<file path="config.mk">
export PLATFORM = sky130hd
export DESIGN_NAME = mesh_neighbour_route_builder_flat
export DESIGN_NICKNAME = d
export VERILOG_FILES = /design/src/hdl/mnrb_pkg.sv /design/src/hdl/mnrb_req_if.sv /design/src/hdl/mnrb_rsp_if.sv /design/src/hdl/mesh_neighbour_route_builder.sv /design/src/flat_wrapper.sv
export SDC_FILE = /design/constraint.sdc
export NUM_CORES = 1
export LEC_CHECK = 0
export ABC_AREA = 1
export BUFFER_PORTS_ARGS = -buffer_cell sky130_fd_sc_hd__buf_2
export CORE_MARGIN = 5
export CORE_UTILIZATION = 45
export CTS_BUF_LIST = sky130_fd_sc_hd__clkbuf_16
export CTS_CLUSTER_SIZE = 28
export DETAILED_ROUTE_END_ITERATION = 6
export MAX_ROUTING_LAYER = met4
export PLACE_DENSITY_LB_ADDON = 0.12
export SETUP_SLACK_MARGIN = 0.4
export SLEW_MARGIN = 20
export SYNTH_ARGS = -nofsm -noshare
export SYNTH_HDL_FRONTEND = slang
export SYNTH_SLANG_ARGS = --single-unit
</file>
<file path="constraint.sdc">
create_clock -name i_clk -period 15.1 [get_ports i_clk]
set_clock_uncertainty 0.15 [all_clocks]
set_input_delay 2.265 -clock i_clk [delete_from_list [all_inputs] [get_ports i_clk]]
set_output_delay 2.265 -clock i_clk [all_outputs]
set_load 0.01 [all_outputs]
</file>
<file path="src/hdl/mnrb_pkg.sv">
// Shared types and constants for the mesh neighbour route builder.
package mnrb_pkg;

    localparam int ChipW    = 16;
    localparam int CoreW    = 5;
    localparam int RouteW   = 24;
    localparam int CfgIdxW  = 2;
    localparam int CfgDataW = 9;
    localparam int LinkW    = 7;
    localparam int CoreBitBase = 7;

    typedef logic [ChipW-1:0]  t_chip;
    typedef logic [CoreW-1:0]  t_core;
    typedef logic [RouteW-1:0] t_route;
    typedef logic [LinkW-1:0]  t_link;
    typedef logic [CfgDataW-1:0] t_size;

    localparam logic [CfgIdxW-1:0] CFG_TOROID_MODE  = 2'd0;
    localparam logic [CfgIdxW-1:0] CFG_ARRAY_WIDTH  = 2'd1;
    localparam logic [CfgIdxW-1:0] CFG_ARRAY_HEIGHT = 2'd2;

    localparam t_link LINK_E = 7'd1;
    localparam t_link LINK_N = 7'd4;
    localparam t_link LINK_W = 7'd8;
    localparam t_link LINK_S = 7'd32;
    localparam t_link LINK_NONE = 7'd0;

    localparam t_size SIZE_MIN   = 9'd1;
    localparam t_size SIZE_MAX   = 9'd256;
    localparam t_size SIZE_RESET = 9'd2;

endpackage

</file>
<file path="src/hdl/mnrb_req_if.sv">
// Request channel: one chip id and core number per transaction.
interface mnrb_req_if import mnrb_pkg::*; ();
    logic  valid;
    logic  ready;
    t_chip chip_id;
    t_core core_number;

    modport source (output valid, output chip_id, output core_number, input ready);
    modport sink   (input valid, input chip_id, input core_number, output ready);
endinterface

</file>
<file path="src/hdl/mnrb_rsp_if.sv">
// Response channel: one multicast route entry per transaction.
interface mnrb_rsp_if import mnrb_pkg::*; ();
    logic   valid;
    logic   ready;
    t_chip  source_chip;
    t_core  source_core;
    t_route route_vector;
    logic   last_entry;

    modport source (output valid, output source_chip, output source_core,
                    output route_vector, output last_entry, input ready);
    modport sink   (input valid, input source_chip, input source_core,
                    input route_vector, input last_entry, output ready);
endinterface

</file>
<file path="src/hdl/mesh_neighbour_route_builder.sv">
// Mesh neighbour route builder: request in, one to four route entries out.
//
// Each request transaction (chip id, core 1..16) produces one route entry for
// a center core, two for an edge core and four for a corner core, delivered
// one per cycle while the response channel is ready, with last_entry set on
// the final one. Request acceptance leads to the first entry through three
// stages of a pipelined remainder unit (wrapping increment of the chip x and
// y coordinates, three restoring steps per stage), one stage that builds all
// entries, and the output serializer. The serializer sets the rate: it holds
// a request until all of its entries are taken, and the pipeline stages keep
// accepting requests while earlier entries wait on the response channel,
// until they fill. Array width and height written as 0 act as 1, above 256
// act as 256. Write configuration only while idle.
module mesh_neighbour_route_builder import mnrb_pkg::*; (
    input  logic                i_clk,
    input  logic                i_rst_n,
    input  logic                i_cfg_we,
    input  logic [CfgIdxW-1:0]  i_cfg_idx,
    input  logic [CfgDataW-1:0] i_cfg_data,
    mnrb_req_if.sink            i_req,
    mnrb_rsp_if.source          o_rsp
);

    // Remainder unit stages, then the entry build stage.
    localparam int ModStages = 3;
    localparam int NumStages = ModStages + 1;
    localparam int StepsPerStage = 3;

    typedef struct packed {
        t_chip chip;
        t_core core;
        t_size rx;      // (x + 1) mod width, in progress
        t_size ry;      // (y + 1) mod height, in progress
    } t_pipe;

    typedef struct packed {
        t_chip [3:0]  chip;
        t_route [3:0] route;
        t_core        core;
        logic [1:0]   cnt;  // number of entries minus one
    } t_build;

    // Three restoring remainder steps, highest shift first.
    function automatic t_size mod_steps(input t_size r, input t_size d, input int hi);
        logic [17:0] acc;
        logic [17:0] sh;
        acc = 18'(r);
        for (int k = 0; k < StepsPerStage; k++) begin
            sh = 18'(d) << (hi - k);
            if (acc >= sh) begin
                acc = acc - sh;
            end
        end
        return acc[CfgDataW-1:0];
    endfunction

    function automatic t_size eff_size(input t_size v);
        if (v == '0) begin
            return SIZE_MIN;
        end
        if (v > SIZE_MAX) begin
            return SIZE_MAX;
        end
        return v;
    endfunction

    // Configuration
    logic  r_toroid;
    t_size r_width;
    t_size r_height;

    always_ff @(posedge i_clk) begin
        if (!i_rst_n) begin
            r_toroid <= 1'b0;
            r_width  <= SIZE_RESET;
            r_height <= SIZE_RESET;
        end else if (i_cfg_we) begin
            case (i_cfg_idx)
                CFG_TOROID_MODE:  r_toroid <= i_cfg_data[0];
                CFG_ARRAY_WIDTH:  r_width  <= eff_size(i_cfg_data);
                CFG_ARRAY_HEIGHT: r_height <= eff_size(i_cfg_data);
                default: ;
            endcase
        end
    end

    // Pipeline control: a stage loads when empty or when its successor loads.
    logic [NumStages-1:0] r_v;
    logic [NumStages-1:0] rdy;
    logic                 ser_free;
    logic                 r_ser_v;
    logic [1:0]           r_ser_idx;
    logic                 out_last;

    always_comb begin
        rdy[NumStages-1] = !r_v[NumStages-1] || ser_free;
        for (int k = NumStages - 2; k >= 0; k--) begin
            rdy[k] = !r_v[k] || rdy[k+1];
        end
    end

    assign i_req.ready = rdy[0];

    // Remainder stages
    t_pipe r_pd [ModStages];
    t_pipe n_pd [ModStages];

    always_comb begin
        n_pd[0].chip = i_req.chip_id;
        n_pd[0].core = i_req.core_number;
        n_pd[0].rx   = mod_steps(9'(i_req.chip_id[15:8]) + 9'd1, r_width, 8);
        n_pd[0].ry   = mod_steps(9'(i_req.chip_id[7:0]) + 9'd1, r_height, 8);
        for (int s = 1; s < ModStages; s++) begin
            n_pd[s].chip = r_pd[s-1].chip;
            n_pd[s].core = r_pd[s-1].core;
            n_pd[s].rx   = mod_steps(r_pd[s-1].rx, r_width, 8 - s * StepsPerStage);
            n_pd[s].ry   = mod_steps(r_pd[s-1].ry, r_height, 8 - s * StepsPerStage);
        end
    end

    // Entry build from the last remainder stage
    t_build     n_bd;
    t_build     r_bd;
    t_pipe      s3;
    logic [3:0] pos;
    logic [1:0] x;
    logic [1:0] y;
    logic       ex;
    logic       ey;
    logic [7:0] cx;
    logic [7:0] cy;
    logic [7:0] decx;
    logic [7:0] decy;
    logic [7:0] hx_to;
    logic [7:0] hy_to;
    logic [7:0] hx_from;
    logic [7:0] hy_from;
    t_size      wm1;
    t_size      hm1;
    t_link      link_h;
    t_link      link_v;
    logic [3:0] near_x;
    logic [3:0] near_y;
    logic [15:0] own_cores;
    logic [15:0] row_cores;
    logic [15:0] col_cores;
    logic [15:0] corner_cores;
    t_chip [3:0]  chips;
    t_route [3:0] routes;

    always_comb begin
        s3   = r_pd[ModStages-1];
        pos  = 4'(s3.core - 5'd1);
        x    = pos[1:0];
        y    = pos[3:2];
        ex   = (x == 2'd0) || (x == 2'd3);
        ey   = (y == 2'd0) || (y == 2'd3);
        cx   = s3.chip[15:8];
        cy   = s3.chip[7:0];
        wm1  = r_width - 9'd1;
        hm1  = r_height - 9'd1;
        decx = (cx != 8'd0) ? cx - 8'd1 : wm1[7:0];
        decy = (cy != 8'd0) ? cy - 8'd1 : hm1[7:0];
        // Odd column/row sits at the east/north edge.
        hx_to   = x[0] ? s3.rx[7:0] : decx;
        hy_to   = y[0] ? s3.ry[7:0] : decy;
        hx_from = x[0] ? decx : s3.rx[7:0];
        hy_from = y[0] ? decy : s3.ry[7:0];

        if (r_toroid) begin
            link_h = x[0] ? LINK_E : LINK_W;
            link_v = y[0] ? LINK_N : LINK_S;
        end else begin
            // Pick the link from where the wrapped neighbour really lies.
            link_h = (hx_to == cx) ? LINK_NONE : ((hx_to > cx) ? LINK_E : LINK_W);
            link_v = (hy_to == cy) ? LINK_NONE : ((hy_to > cy) ? LINK_N : LINK_S);
        end

        for (int i = 0; i < 4; i++) begin
            near_x[i] = (i <= int'(x) + 1) && (i + 1 >= int'(x));
            near_y[i] = (i <= int'(y) + 1) && (i + 1 >= int'(y));
        end
        for (int i = 0; i < 4; i++) begin
            for (int j = 0; j < 4; j++) begin
                own_cores[i+4*j]    = near_x[i] && near_y[j]
                                      && !((i == int'(x)) && (j == int'(y)));
                row_cores[i+4*j]    = near_x[i] && (j == 3 - int'(y));
                col_cores[i+4*j]    = (i == 3 - int'(x)) && near_y[j];
                corner_cores[i+4*j] = (i == 3 - int'(x)) && (j == 3 - int'(y));
            end
        end

        routes[0] = {1'b0, own_cores, (ex ? link_h : LINK_NONE) | (ey ? link_v : LINK_NONE)};
        routes[1] = {1'b0, row_cores, (ex ? link_h : LINK_NONE)};
        routes[2] = {1'b0, col_cores, LINK_NONE};
        routes[3] = {1'b0, corner_cores, LINK_NONE};
        chips[0]  = s3.chip;
        chips[1]  = {cx, hy_from};
        chips[2]  = {hx_from, cy};
        chips[3]  = {hx_from, hy_from};

        // Pack present entries in order: an edge-column-only core skips slot 1.
        n_bd.chip[0]  = chips[0];
        n_bd.route[0] = routes[0];
        n_bd.chip[1]  = ey ? chips[1] : chips[2];
        n_bd.route[1] = ey ? routes[1] : routes[2];
        n_bd.chip[2]  = chips[2];
        n_bd.route[2] = routes[2];
        n_bd.chip[3]  = chips[3];
        n_bd.route[3] = routes[3];
        n_bd.core     = s3.core;
        n_bd.cnt      = (ex && ey) ? 2'd3 : ((ex || ey) ? 2'd1 : 2'd0);
    end

    always_ff @(posedge i_clk) begin
        if (!i_rst_n) begin
            r_v <= '0;
        end else begin
            if (rdy[0]) begin
                r_v[0] <= i_req.valid;
            end
            for (int k = 1; k < NumStages; k++) begin
                if (rdy[k]) begin
                    r_v[k] <= r_v[k-1];
                end
            end
        end
    end

    // Payload registers hold while their stage stalls.
    always_ff @(posedge i_clk) begin
        for (int k = 0; k < ModStages; k++) begin
            if (rdy[k]) begin
                r_pd[k] <= n_pd[k];
            end
        end
        if (rdy[NumStages-1]) begin
            r_bd <= n_bd;
        end
    end

    // Output serializer: hand out one entry per response transaction.
    t_build r_ser;

    assign out_last = (r_ser_idx == r_ser.cnt);
    assign ser_free = !r_ser_v || (o_rsp.ready && out_last);

    always_ff @(posedge i_clk) begin
        if (!i_rst_n) begin
            r_ser_v   <= 1'b0;
            r_ser_idx <= 2'd0;
        end else if (ser_free) begin
            r_ser_v   <= r_v[NumStages-1];
            r_ser_idx <= 2'd0;
        end else if (o_rsp.ready) begin
            r_ser_idx <= r_ser_idx + 2'd1;
        end
    end

    always_ff @(posedge i_clk) begin
        if (ser_free) begin
            r_ser <= r_bd;
        end
    end

    assign o_rsp.valid        = r_ser_v;
    assign o_rsp.source_chip  = r_ser.chip[r_ser_idx];
    assign o_rsp.source_core  = r_ser.core;
    assign o_rsp.route_vector = r_ser.route[r_ser_idx];
    assign o_rsp.last_entry   = out_last;

endmodule
</file>
<file path="src/flat_wrapper.sv">
// flat-port wrapper written by rule: the top's interface ports become plain ports
module mesh_neighbour_route_builder_flat import mnrb_pkg::*;
  (i_clk, i_rst_n, i_cfg_we, i_cfg_idx, i_cfg_data, i_req_valid, i_req_chip_id, i_req_core_number, i_req_ready, o_rsp_valid, o_rsp_source_chip, o_rsp_source_core, o_rsp_route_vector, o_rsp_last_entry, o_rsp_ready);
  mnrb_req_if i_req_i ();
  mnrb_rsp_if o_rsp_i ();
  input  logic i_clk;
  input  logic i_rst_n;
  input  logic i_cfg_we;
  input  logic [CfgIdxW-1:0] i_cfg_idx;
  input  logic [CfgDataW-1:0] i_cfg_data;
  input wire logic [$bits(i_req_i.valid)-1:0] i_req_valid;
  input wire logic [$bits(i_req_i.chip_id)-1:0] i_req_chip_id;
  input wire logic [$bits(i_req_i.core_number)-1:0] i_req_core_number;
  output wire logic [$bits(i_req_i.ready)-1:0] i_req_ready;
  output wire logic [$bits(o_rsp_i.valid)-1:0] o_rsp_valid;
  output wire logic [$bits(o_rsp_i.source_chip)-1:0] o_rsp_source_chip;
  output wire logic [$bits(o_rsp_i.source_core)-1:0] o_rsp_source_core;
  output wire logic [$bits(o_rsp_i.route_vector)-1:0] o_rsp_route_vector;
  output wire logic [$bits(o_rsp_i.last_entry)-1:0] o_rsp_last_entry;
  input wire logic [$bits(o_rsp_i.ready)-1:0] o_rsp_ready;
  assign i_req_i.valid = i_req_valid;
  assign i_req_i.chip_id = i_req_chip_id;
  assign i_req_i.core_number = i_req_core_number;
  assign i_req_ready = i_req_i.ready;
  assign o_rsp_valid = o_rsp_i.valid;
  assign o_rsp_source_chip = o_rsp_i.source_chip;
  assign o_rsp_source_core = o_rsp_i.source_core;
  assign o_rsp_route_vector = o_rsp_i.route_vector;
  assign o_rsp_last_entry = o_rsp_i.last_entry;
  assign o_rsp_i.ready = o_rsp_ready;
  mesh_neighbour_route_builder u_core (.i_clk(i_clk), .i_rst_n(i_rst_n), .i_cfg_we(i_cfg_we), .i_cfg_idx(i_cfg_idx), .i_cfg_data(i_cfg_data), .i_req(i_req_i), .o_rsp(o_rsp_i));
endmodule
</file>
# Yosys cells after proc, flatten, opt, wreduce, memory -nomap -nowiden
# Memories as Yosys holds them, arrays and structs flattened.
# Cells that the tools add are included.
# word_totals
register_bits	326
mem_bits_rw	117
in_bits	37
out_inout_bits	48
wordCells	330
mem_count	1
# classes
addsub	30
order_cmp	34
n_eq_ne	19
muxes	69
n_bitwise	2
reduce_logical	145
# mem_list
memory	depth	width	rd	rd_clocked_by_memory_dff	wr	line_no	rtl
u_core.r_pd	3	39	3	0	3	mesh_neighbour_route_builder.sv:105	t_pipe r_pd [ModStages];
# op_table
cell	count
$mux 18	12
$eq 3x32->1 const A	4
$le 3x32->1 const A	4
$mux 9	12
$logic_and 1x1->1	102
$eq 2x32->1 const A	2
$le 1x32->1 const A	2
$le 2x32->1 const A	2
$logic_not 32->1	2
$sub 9x9->9	6
$bmux 24 s2	1
$mux 8	6
$mux 7	6
$ge 18x10->1	2
$ge 18x12->1	2
$ge 18x13->1	2
$ge 18x15->1	2
$ge 18x16->1	2
$ge 18x9->1	2
$sub 18x10->18	2
$sub 18x13->18	2
$sub 18x16->18	2
$sub 9x17->18	2
$ge 9x17->1	2
other kinds (37)	116

# Depth between registers and ports, before layout
# Gate-level depths: netlist of run 1.
# depth
ltp_word	11
depth_mapped	38
ltp_nobuf	37

# Least setup slack after synthesis of run 1
# No wires, ideal clock.
# synth_path
path_kind	input port to output port
start	input port o_rsp_ready
end	output port i_req_ready
t_arrival_ns	9.695
required_time_ns	12.685
setup_slack_ns	2.990
path_stages	8
path_cell_list	nand2_1 nand2_1 nor2_1 inv_1 nor2_1 inv_1 nor2_1 nand2_1
# synth_between
elab_chain_cells	6
# synth_rtl
item	line_no	rtl
start: declaration	flat_wrapper.sv:20	input wire logic [$bits(o_rsp_i.ready)-1:0] o_rsp_ready;
$logic_and 1x1->1	mesh_neighbour_route_builder.sv:246	assign ser_free = !r_ser_v || (o_rsp.ready && out_last);
$logic_or 1x1->1	mesh_neighbour_route_builder.sv:246	
named net u_core.ser_free	mesh_neighbour_route_builder.sv:90	logic ser_free;
$logic_or 1x1->1	mesh_neighbour_route_builder.sv:96	rdy[NumStages-1] = !r_v[NumStages-1] || ser_free;
named net u_core.rdy[3]	mesh_neighbour_route_builder.sv:89	logic [NumStages-1:0] rdy;
$logic_or 1x1->1	mesh_neighbour_route_builder.sv:98	rdy[k] = !r_v[k] || rdy[k+1];
named net u_core.rdy[2]	mesh_neighbour_route_builder.sv:89	
$logic_or 1x1->1 (2 in a row)	mesh_neighbour_route_builder.sv:98	
end: declaration	flat_wrapper.sv:14	output wire logic [$bits(i_req_i.ready)-1:0] i_req_ready;
# The timed path passes the listed nets, and every way through them passes these cells.

==> results of run 1 <==
power by group:
part | internal (uW) | total, uW | switching [uW] | leakage, uW
registers | 1490 | 1560 | 70.7 | 0.00425
logic | 1340 | 3510 | 2170 | 0.00649
clock network | 510 | 929 | 419 | 0.000659
total | 3350 | 6000 | 2660 | 0.0114
metrics by stage:
step / power, uW / cell area [sq um] / std cells / hold slack, ns
after floorplan: 4390 / 22560 / 2357 / 0.2503
after global placement: 5032 / 23640 / 3070 / 0.2503
after detailed placement: 5090 / 23640 / 3070 / 0.2545
after CTS: 6037 / 24890 / 3146 / 0.2428
after global routing: 6585 / 24890 / 3146 / 0.2614
final: 6005 / 24890 / 3146 / 0.2435
flip-flops by register name, summed over array words and instances (netlist names):
signal                    flops
u_core.r_bd                 125
u_core.r_ser                120
u_core.o_rsp.source_core      5
u_core.r_v                    4
u_core.r_width                9
u_core.o_rsp.valid            1
u_core.r_pd                 115
u_core.r_ser_idx              2
u_core.r_height               9
u_core.r_toroid               1
worst min-delay path by stage:
stage                                    from                     endpoint  slack (ns)
after floorplan                u_core.r_bd[2]  u_core.o_rsp.source_core[0]        0.25
after global placement        u_core.r_bd[20]             u_core.r_ser[20]        0.25
after detailed placement  u_core.r_pd[0][100]               u_core.r_bd[6]        0.25
after CTS                     u_core.r_bd[75]             u_core.r_ser[75]        0.24
after global routing          u_core.r_bd[75]             u_core.r_ser[75]        0.26
final                        u_core.r_bd[157]            u_core.r_ser[157]        0.24
cells in the final DEF (no fill, tap or decap), drive strengths merged, types with 16 or more instances in the layout:
cell type  Yosys  final
nand2        495    495
edfxtp       365    365
inv          312    330
o21ai        209    209
nor2         201    201
ha           164    164
a21oi        144    144
buf           21     96
nand3         92     92
xor2          49     49
clkbuf        34     42
nand4         40     40
xnor2         38     38
nor3          32     32
dfxtp         26     26
o22ai         21     21
clkinv         5     18
fa            16     16
per-layer routing:
metal,up-vias,part of all wire (%)
met5,-,0
met1,7707,45
met2,345,48
met3,103,4.5
li1,8208,-
met4,0,2.8
area by class of cell:
| class | count | area share (%) |
|---|---|---|
| Clock buffer | 42 | 4.223 |
| Clock inverter | 34 | 0.7944 |
| Inverter | 317 | 4.817 |
| Multi-Input combinational cell | 1594 | 38.55 |
| Sequential cell | 391 | 46.14 |
| Tap cell | 672 | 3.379 |
| Timing Repair Buffer | 96 | 2.092 |
kinds of logic after synthesis:
logic type,after synthesis,synth area share [%]
other,1,0.01663
adders and majority gates,180,10.52
xor gates and xnor gates,87,3.380
AOI/OAI and AO/OA,427,10.71
and+or+nand+nor,894,17.74
muxes,2,0.09989
DFF,391,50.92
buffers and inverters,372,6.615
==> impl_metrics.tcl, run 1 <==
set metrics [dict create \
    setup.worst_path.end_class "register" \
    port_buffers 80 \
    flow.area_growth_from_synthesis_pct 10.38 \
    cts.hold.buffers_added 0 \
    grt_pass1_vias 16220 \
    crit_fanout 11 \
    postSynthRegisterBits 391 \
    status "finished clean" \
    layout.core_utilization_pct 49.91 \
    final_period_minus_worst_setup_slack_ns 6.968 \
    postCtsSetupBuffers 0 \
    cts-buffers-inserted 42 \
    multi_input_comb_area_sq_um 9594 \
    numClockSinks 391 \
    post_synth_top_area_share_pct 48.62 \
    yosys_warnings 0 \
    grtUsageTotal_pct 20.23 \
    crit_slowest_cell "fa_1" \
    p_per_area_nw_per_um2 241.3 \
    cts_max_path_buffers 3 \
    dieArea_sq_um 54680 \
    pre_cts_slack_ns 7.609 \
    top_cells_by_area_in_the_synthesized_netlist "edfxtp_1 49%, ha_1 9.1%, nand2_1 7.6%" \
    unrepaired_setup_endpoints_after_global_routing "false" \
    synth-edff-count 365 \
    maximum_number_of_pins_on_one_net_before_global_route_repair 70 \
    maxSlewViolCount 0 \
    replace_congestion 0.9072 \
    relSlewSlack_pct 42.05 \
    dp_hpwl_um 38980 \
    synth.cell_area_sq_um 22550 \
    worst_hold_path.num_cells 0 \
    crit_path_start_kind "input port" \
    timing.critical_path.required_ns 15.26 \
    core_area_sq_um 49860 \
    seqCellArea_sq_um 11480 \
    start_util_pct 45.21 \
    grt_overflow_total 0 \
    fmax_mhz 143.5 \
    worstReg2RegStart "u_core.r_height[3]" \
    synthesis.instances 2354 \
    cts_root_buf "clkbuf_16" \
    setup-tns-final_ns 0 \
    critical-path-top-cell-by-count "nand2_2" \
    dominantRegCellSynth "edfxtp_1" \
    leakagePower_uw 0.01140 \
    cts-resized-gates 0 \
    setup_viol 0 \
    worst-path-stages 33 \
    worstPathArrival_ns 7.13 \
    dr.pass1.iters 5 \
    maxCapViolations 0 \
    routed_wire_length_per_instance_um 17.11 \
    setup.worst_path.end "u_core.r_pd[0][6]" \
    synth_top_cells_by_count "458 x nand2_1, 365 x edfxtp_1, 297 x inv_1" \
    grt_most_used_layer "met2" \
    finalHoldViolCount 0 \
    cp_slowest_stage_delay_ns 0.43 \
    wire_length_of_the_first_global_routing_pass_um 85360 \
    syn-mean-instance-area_sq_um 9.577 \
    cts_htree_levels 2 \
    vias_per_cell 5.201 \
    finalNetCount 2659 \
    min_path_type "register to register" \
    path_class "input port to register" \
    ant_nets 0 \
    cts_tree "built" \
    fillers 4703 \
    num_rows 82 \
    drive_above_1_share_pct 11.16 \
    asyncSetResetFlopFracSynth_pct 0 \
    cp_num_buf_inv 4 \
    worst_skew_pair.late_latency_ns 0.57 \
    via_count 16360 \
    layout_setup_ws_ns 8.132 \
    diodes 0 \
    clk_transition_reported_paths_ns 0.06 \
    die_w_um 233.8 \
    chipHeight_um 233.8 \
    synth.distinct_cells 61 \
    route.final.wire_length_um 53830 \
    timing.reg2reg.setup_slack_ns 8.44 \
    grt_antenna_before_repair 0 \
    detailedRoute.firstIterationViolations 917 \
    use_met2_pct 33.46 \
    timing_worst_slew_pin_value_ns 0.8693 \
    remaining_drc_errors 0 \
    synth.most_common_cell "nand2_1" \
    met3_usage_in_global_routing_pct 2.749 \
    top_cell_type_by_total_area_after_synthesis "edfxtp_1" \
    groute.layer.met1.usage_pct 26.10 \
    timing.critical_path.from "i_req_chip_id[0]" \
    count_of_pins_on_the_block_boundary 85 \
    reg2reg_to "u_core.r_pd[0][47]" \
    worst_ir_drop_vdd_mv 0.1529 \
    synth.yosys.seq_area_share_pct 50.92 \
    timing.critical_path.max_delay_family "simple AND/OR/NAND/NOR gates" \
    timing.final.crit_share_pct 46.14 \
    rr_worst_depth 33 \
]
Power figures use the tool's default switching activity.
==> run 2, diff against run 1 <==
Settings changed: ABC_AREA 1 to 0.
Clock period 15.1 ns to 6.3 ns, I/O delays scaled along.
==> run 2 against run 1 <==
Critical path depth down 2. Die area shrank 1.2%. Via count decreased by 3.7%. Routed wire length rose by 2.3%. Clock power rose to 2.5 times the previous value. First-iteration DRC count increased by 11%. Sequential share of layout area is 4.5 points lower. Final cell count is 9.2% lower. Sequential power increased by 140%. Final area rose by 11%. Critical path type is now register to register. Largest cell class is now multi-input gates. Largest power group unchanged. Highest routed layer unchanged.
==> impl_metrics.tcl, run 2 <==
set metrics [dict create \
    status "finished clean" \
    numClockSinks 391 \
    synth_top_cells_by_count "365 x edfxtp_1, 164 x ha_1, 137 x nand2_1" \
    asyncSetResetFlopFracSynth_pct 0 \
    grtUsageTotal_pct 20.69 \
    placedInstanceArea_sq_um 24440 \
    dr.pass1.iters 5 \
    ant_nets 0 \
    diodes 0 \
    route.final.wire_length_um 55050 \
    cts_tree "built" \
    relSlewSlack_pct 33.14 \
    grt_pass1_vias 15890 \
    yosys_warnings 0 \
    leakagePower_uw 0.01096 \
    num_rows 81 \
    largest_register_ff_count 125 \
    worst_ir_drop_vdd_mv 0.6444 \
    dp_hpwl_um 39510 \
    maximum_number_of_pins_on_one_net_before_global_route_repair 63 \
    top_cells_by_area_in_the_synthesized_netlist "edfxtp_1 49%, ha_1 9.2%, mux2_2 2.8%" \
    crit_fanout 6 \
    post-layout-total-power_uw 18010 \
    detail_route.wirelength.met1_um 25350 \
    port_buffers 80 \
    layout_setup_ws_ns 0.3386 \
    unrepaired_setup_endpoints_after_global_routing "true" \
    chipHeight_um 232.4 \
    maxUsedRoutingLayer "met4" \
    timing_worst_slew_pin_value_ns 0.9940 \
    power_switching_share_pct 37.99 \
    finalHoldViolCount 0 \
    power_frac_clock_pct 13.0 \
    crit_slowest_cell "dfxtp_4" \
    stdcell_area_sq_um 27590 \
    dieArea_sq_um 54030 \
    power.internal_uw 11170 \
    final_common_cell "edfxtp_1" \
    largest-register "u_core.r_bd" \
    cts_max_path_buffers 3 \
    count_of_pins_on_the_block_boundary 85 \
    timing.critical_path.required_ns 6.45 \
    synth.yosys.seq_area_share_pct 51.57 \
    path_class "register to register" \
    finalNetCount 2378 \
    flow.area_growth_from_synthesis_pct 23.92 \
    critical-path-top-cell-by-count "buf_6" \
    synth.distinct_cells 92 \
    maxCapViolations 0 \
    die_w_um 232.4 \
    post_synth_top_area_share_pct 49.23 \
    cts_htree_levels 2 \
    cts_root_buf "clkbuf_16" \
    power.share.sequential_pct 20.9 \
    netSwitchingPower_uw 6842 \
    fillers 4084 \
    synth.cell_area_sq_um 22270 \
    grt_antenna_before_repair 0 \
    worst_skew_pair.late_latency_ns 0.58 \
    synthesis.instances 1893 \
    pre_cts_slack_ns -0.3917 \
    top_regs "u_core.r_bd x125, u_core.r_ser x120, u_core.r_pd x115" \
    p_per_area_nw_per_um2 652.7 \
    remaining_drc_errors 0 \
    synth-edff-count 365 \
    layout.core_utilization_pct 56.36 \
    worstPathArrival_ns 6.11 \
    syn-mean-instance-area_sq_um 11.76 \
    core_area_sq_um 48950 \
    min_path_type "register to register" \
    drive_above_1_share_pct 28.58 \
    synth.most_common_cell "edfxtp_1" \
    cts-buffers-inserted 42 \
    p_comb_share_pct 66.1 \
    routed_wire_length_per_instance_um 19.26 \
    wire_length_of_the_first_global_routing_pass_um 86660 \
    mostFrequentLayoutCells "365 x edfxtp_1, 178 x buf_4, 131 x nand2_1" \
    cp_slowest_stage_delay_ns 0.36 \
    maxSlewViolCount 0 \
    crit_path_start_kind "register" \
    wl_met3_um 2140 \
    clk_transition_reported_paths_ns 0.06 \
    start_util_pct 45.48 \
    replace_congestion 0.9232 \
    grt_overflow_total 0 \
    fmax_mhz 167.7 \
    dominantRegCellSynth "edfxtp_1" \
    detailedRoute.firstIterationViolations 1020 \
    hold_slack_final_ns 0.2464 \
    timing.final.crit_share_pct 94.63 \
    setup.worst_path.end_class "register" \
    top_cell_type_by_total_area_after_synthesis "edfxtp_1" \
    wl_met2_um 26260 \
    via_count 15760 \
    setup_viol 0 \
    vias_per_cell 5.514 \
    final_period_minus_worst_setup_slack_ns 5.961 \
    cts.hold.buffers_added 0 \
    postSynthRegisterBits 391 \
]
-- run 2: final timing paths --
path / startpoint / endpoint / slack [ns] / cells past startpoint
setup / recovery: u_core.r_width[1] / u_core.r_pd[0][90] / 0.34 / 31
setup reg to reg: u_core.r_width[1] / u_core.r_pd[0][90] / 0.34 / 31
hold reg to reg: u_core.r_bd[153] / u_core.r_ser[153] / 0.25 / 0
hold / removal: u_core.r_bd[153] / u_core.r_ser[153] / 0.25 / 0
-- run 2: final cells by class --
class	count	area [sq um]	area share (%)
inverter	93	364.1	1.320
multi-input combinational	1356	11560	41.90
tap	664	830.8	3.011
clock inverter	35	272.8	0.9886
clock buffer	42	1051	3.809
sequential	391	11490	41.66
timing repair buffer	277	2018	7.315
-- run 2: critical path: cells and delay by family (launching register included) --
kind,cells,cell delay (ns)
AND/OR/NAND/NOR,3,0.45
buffers and inverters,8,1.03
multiplexers,1,0.18
AO/OA/AOI/OAI,16,2.56
flip-flops,1,0.36
adder cells (fa/ha/maj),3,0.93
-- run 2: routing by layer --
metal / vias to the layer above / track usage, %
met4: 0 / 4.838
li1: 7684 / -
met2: 343 / 33.81
met3: 91 / 2.758
met5: - / -
met1: 7642 / 27.85
-- run 2: what timing repair did --
action,4_1_cts,5_1_grt
pin swaps,20,91
endpoints found under the setup margin,32,34
gates cloned,1,1
gates resized for setup,70,152
setup buffers,39,59
-- run 2: stage by stage --
stage               instances  TNS, ns
floorplan                1896        0
finish                   2858        0
global placement         2681   -1.176
detailed placement       2681   -2.362
global route             2858        0
CTS                      2798        0
-- run 2: cells by family (layout without fill, tap and decap cells) --
kind of cell | after synthesis | in the layout | synth area share, %
xor gates and xnor gates | 84 | 84 | 3.304
adders and majority gates | 180 | 180 | 10.65
DFF | 391 | 391 | 51.57
buffers and inverters | 149 | 447 | 2.697
and+or+nand+nor | 563 | 563 | 13.03
muxes | 114 | 114 | 6.339
other | 1 | 4 | 0.01684
AOI/OAI and AO/OA | 411 | 411 | 12.39
-- run 2: power groups by stage --
stage	clock network (uW)	logic (uW)	registers, uW
after floorplan	0	7370	3740
after global placement	0	9290	3810
after detailed placement	0	9440	3820
after CTS	2400	10500	3770
after global routing	2520	13000	3810
final	2340	11900	3770
==> run 3, diff against run 2 <==
Settings changed: BUFFER_PORTS_ARGS -buffer_cell sky130_fd_sc_hd__buf_2 to -buffer_cell sky130_fd_sc_hd__clkbuf_2.
==> run 3 against run 2 <==
Power rose by 4.5%. Critical path depth shrank 4. Sequential power about the same. Die area stayed put. Clock power up 14%. Register-to-register slack worse by 0.19 ns. Critical endpoint is now u_core.r_pd[0][79]. Critical path type unchanged. Via count up 1.2%. Highest routed layer unchanged. Fmax down 3.1%. Final area is 0.78% higher. Final cell count up 0.49%. Worst setup slack worse by 0.19 ns. Largest power group unchanged.
==> impl_metrics.tcl, run 3 (synthesis results as in run 2) <==
set metrics [dict create \
    worst_ir_drop_vdd_mv 0.7179 \
    power.internal_uw 11700 \
    placedInstanceArea_sq_um 24440 \
    dieArea_sq_um 54030 \
    remaining_drc_errors 0 \
    power.share.sequential_pct 20.0 \
    largest-register "u_core.r_bd" \
    wire_length_of_the_first_global_routing_pass_um 87230 \
    grt_overflow_total 0 \
    cp_slowest_stage_delay_ns 0.38 \
    final_period_minus_worst_setup_slack_ns 6.153 \
    crit_fanout 8 \
    grtUsageTotal_pct 20.93 \
    timing.critical_path.max_delay_family "compound AO/OA/AOI/OAI gates" \
    critical-path-top-cell-by-count "inv_2" \
    top_regs "u_core.r_bd x125, u_core.r_ser x120, u_core.r_pd x115" \
    cts_max_path_buffers 3 \
    cts_root_buf "clkbuf_16" \
    finalHoldViolCount 0 \
    diodes 0 \
    netSwitchingPower_uw 7123 \
    dr.pass1.iters 5 \
    timing.final.crit_share_pct 97.67 \
    setup.worst_path.end_class "register" \
    cts_htree_levels 2 \
    relSlewSlack_pct 29.58 \
    routed_wire_length_per_instance_um 19.41 \
    cts_tree "built" \
    p_comb_share_pct 65.8 \
    timing.critical_path.required_ns 6.47 \
    ant_nets 0 \
    count_of_pins_on_the_block_boundary 85 \
    crit_slowest_cell "edfxtp_1" \
    route.final.wire_length_um 55760 \
    dp_hpwl_um 39620 \
    worst_skew_pair.late_latency_ns 0.58 \
    die_w_um 232.4 \
    maximum_number_of_pins_on_one_net_before_global_route_repair 95 \
    final_common_cell "edfxtp_1" \
    instances_no_fill 2872 \
    layout.core_utilization_pct 56.80 \
    drive_above_1_share_pct 29.03 \
    power_frac_clock_pct 14.1 \
    path_class "register to register" \
    maxSlewViolCount 0 \
    cts-buffers-inserted 44 \
    port_buffers 80 \
    mostFrequentLayoutCells "365 x edfxtp_1, 190 x buf_4, 132 x nand2_1" \
    cp_num_buf_inv 3 \
    unrepaired_setup_endpoints_after_global_routing "true" \
    fmax_mhz 162.5 \
    chipHeight_um 232.4 \
    grt_antenna_before_repair 0 \
    largest_register_ff_count 125 \
    crit_path_start_kind "register" \
    placedCellCount 2682 \
    grt_pass1_vias 16010 \
    vias_per_cell 5.555 \
    p_per_area_nw_per_um2 677.0 \
    via_count 15950 \
    status "finished clean" \
    start_util_pct 45.48 \
    clk_transition_reported_paths_ns 0.06 \
    numClockSinks 391 \
    finalNetCount 2391 \
    setup-tns-final_ns 0 \
    replace_congestion 0.8854 \
    power_switching_share_pct 37.84 \
    timing.reg2reg.setup_slack_ns 0.15 \
    hold_slack_final_ns 0.2604 \
    num_rows 81 \
    core_area_sq_um 48950 \
    worstPathArrival_ns 6.32 \
    detailedRoute.firstIterationViolations 1190 \
    flow.area_growth_from_synthesis_pct 24.88 \
    timing_worst_slew_pin_value_ns 1.053 \
    stdcell_area_sq_um 27810 \
    leakagePower_uw 0.01107 \
    min_path_type "register to register" \
    maxCapViolations 0 \
    setup_viol 0 \
]
==> run 3: cell count changes in the layout (fill, tap and decap cells not counted), sizes merged <==
cell,previous run,this run
clkbuf,45,125
clkinvlp,2,5
clkinv,22,19
inv,102,97
bufinv,2,6
buf,274,209
==> run 3: what timing repair did <==
item,4_1_cts,5_1_grt
hold buffers,0,0
cloned,1,1
pin swaps,42,81
setup endpoints to repair,30,34
buffers inserted,58,50
gates resized for setup,75,129
==> run 3: power by group through the flow <==
stage | Clock (uW) | Combinational (uW) | Sequential, uW
5_1_grt | 2840 | 13500 | 3810
6_report | 2660 | 12400 | 3770
3_5_place_dp | 0 | 9430 | 3810
2_1_floorplan | 0 | 7370 | 3740
3_3_place_gp | 0 | 9310 | 3800
4_1_cts | 2720 | 10700 | 3760
==> run 3: layout make-up <==
cell class | instances | area (sq um)
clock buffer | 46 | 1151
clock inverter | 34 | 366.6
fill | 4027 | 21150
inverter | 93 | 361.6
multi-input combinational | 1356 | 11550
sequential | 391 | 11500
tap | 664 | 830.8
timing repair buffer | 288 | 2047
==> run 3: through the flow <==
| step | power [uW] | setup slack, ns |
|---|---|---|
| 2_1_floorplan | 11110 | 0.1324 |
| 3_3_place_gp | 13110 | -0.1580 |
| 3_5_place_dp | 13240 | -0.2253 |
| 4_1_cts | 17210 | 0.3201 |
| 5_1_grt | 20150 | -0.1042 |
| 6_report | 18820 | 0.1468 |
==> run 3: final timing paths <==
check | start | to | cells after the start
hold / removal | u_core.r_bd[137] | u_core.r_ser[137] | 0
hold reg to reg | u_core.r_bd[137] | u_core.r_ser[137] | 0
setup / recovery | u_core.r_pd[0][41] | u_core.r_pd[0][79] | 27
setup reg to reg | u_core.r_pd[0][41] | u_core.r_pd[0][79] | 27
==> run 3: routing by layer <==
layer  vias to the layer above  routed length, um  global-route usage (%)
met2                       371              26430                   34.22
met3                       103               2498                   3.344
met1                      7758              25560                   27.65
met4                         0               1273                   5.207
li1                       7722                  -                       -
met5                         -                  0                       -
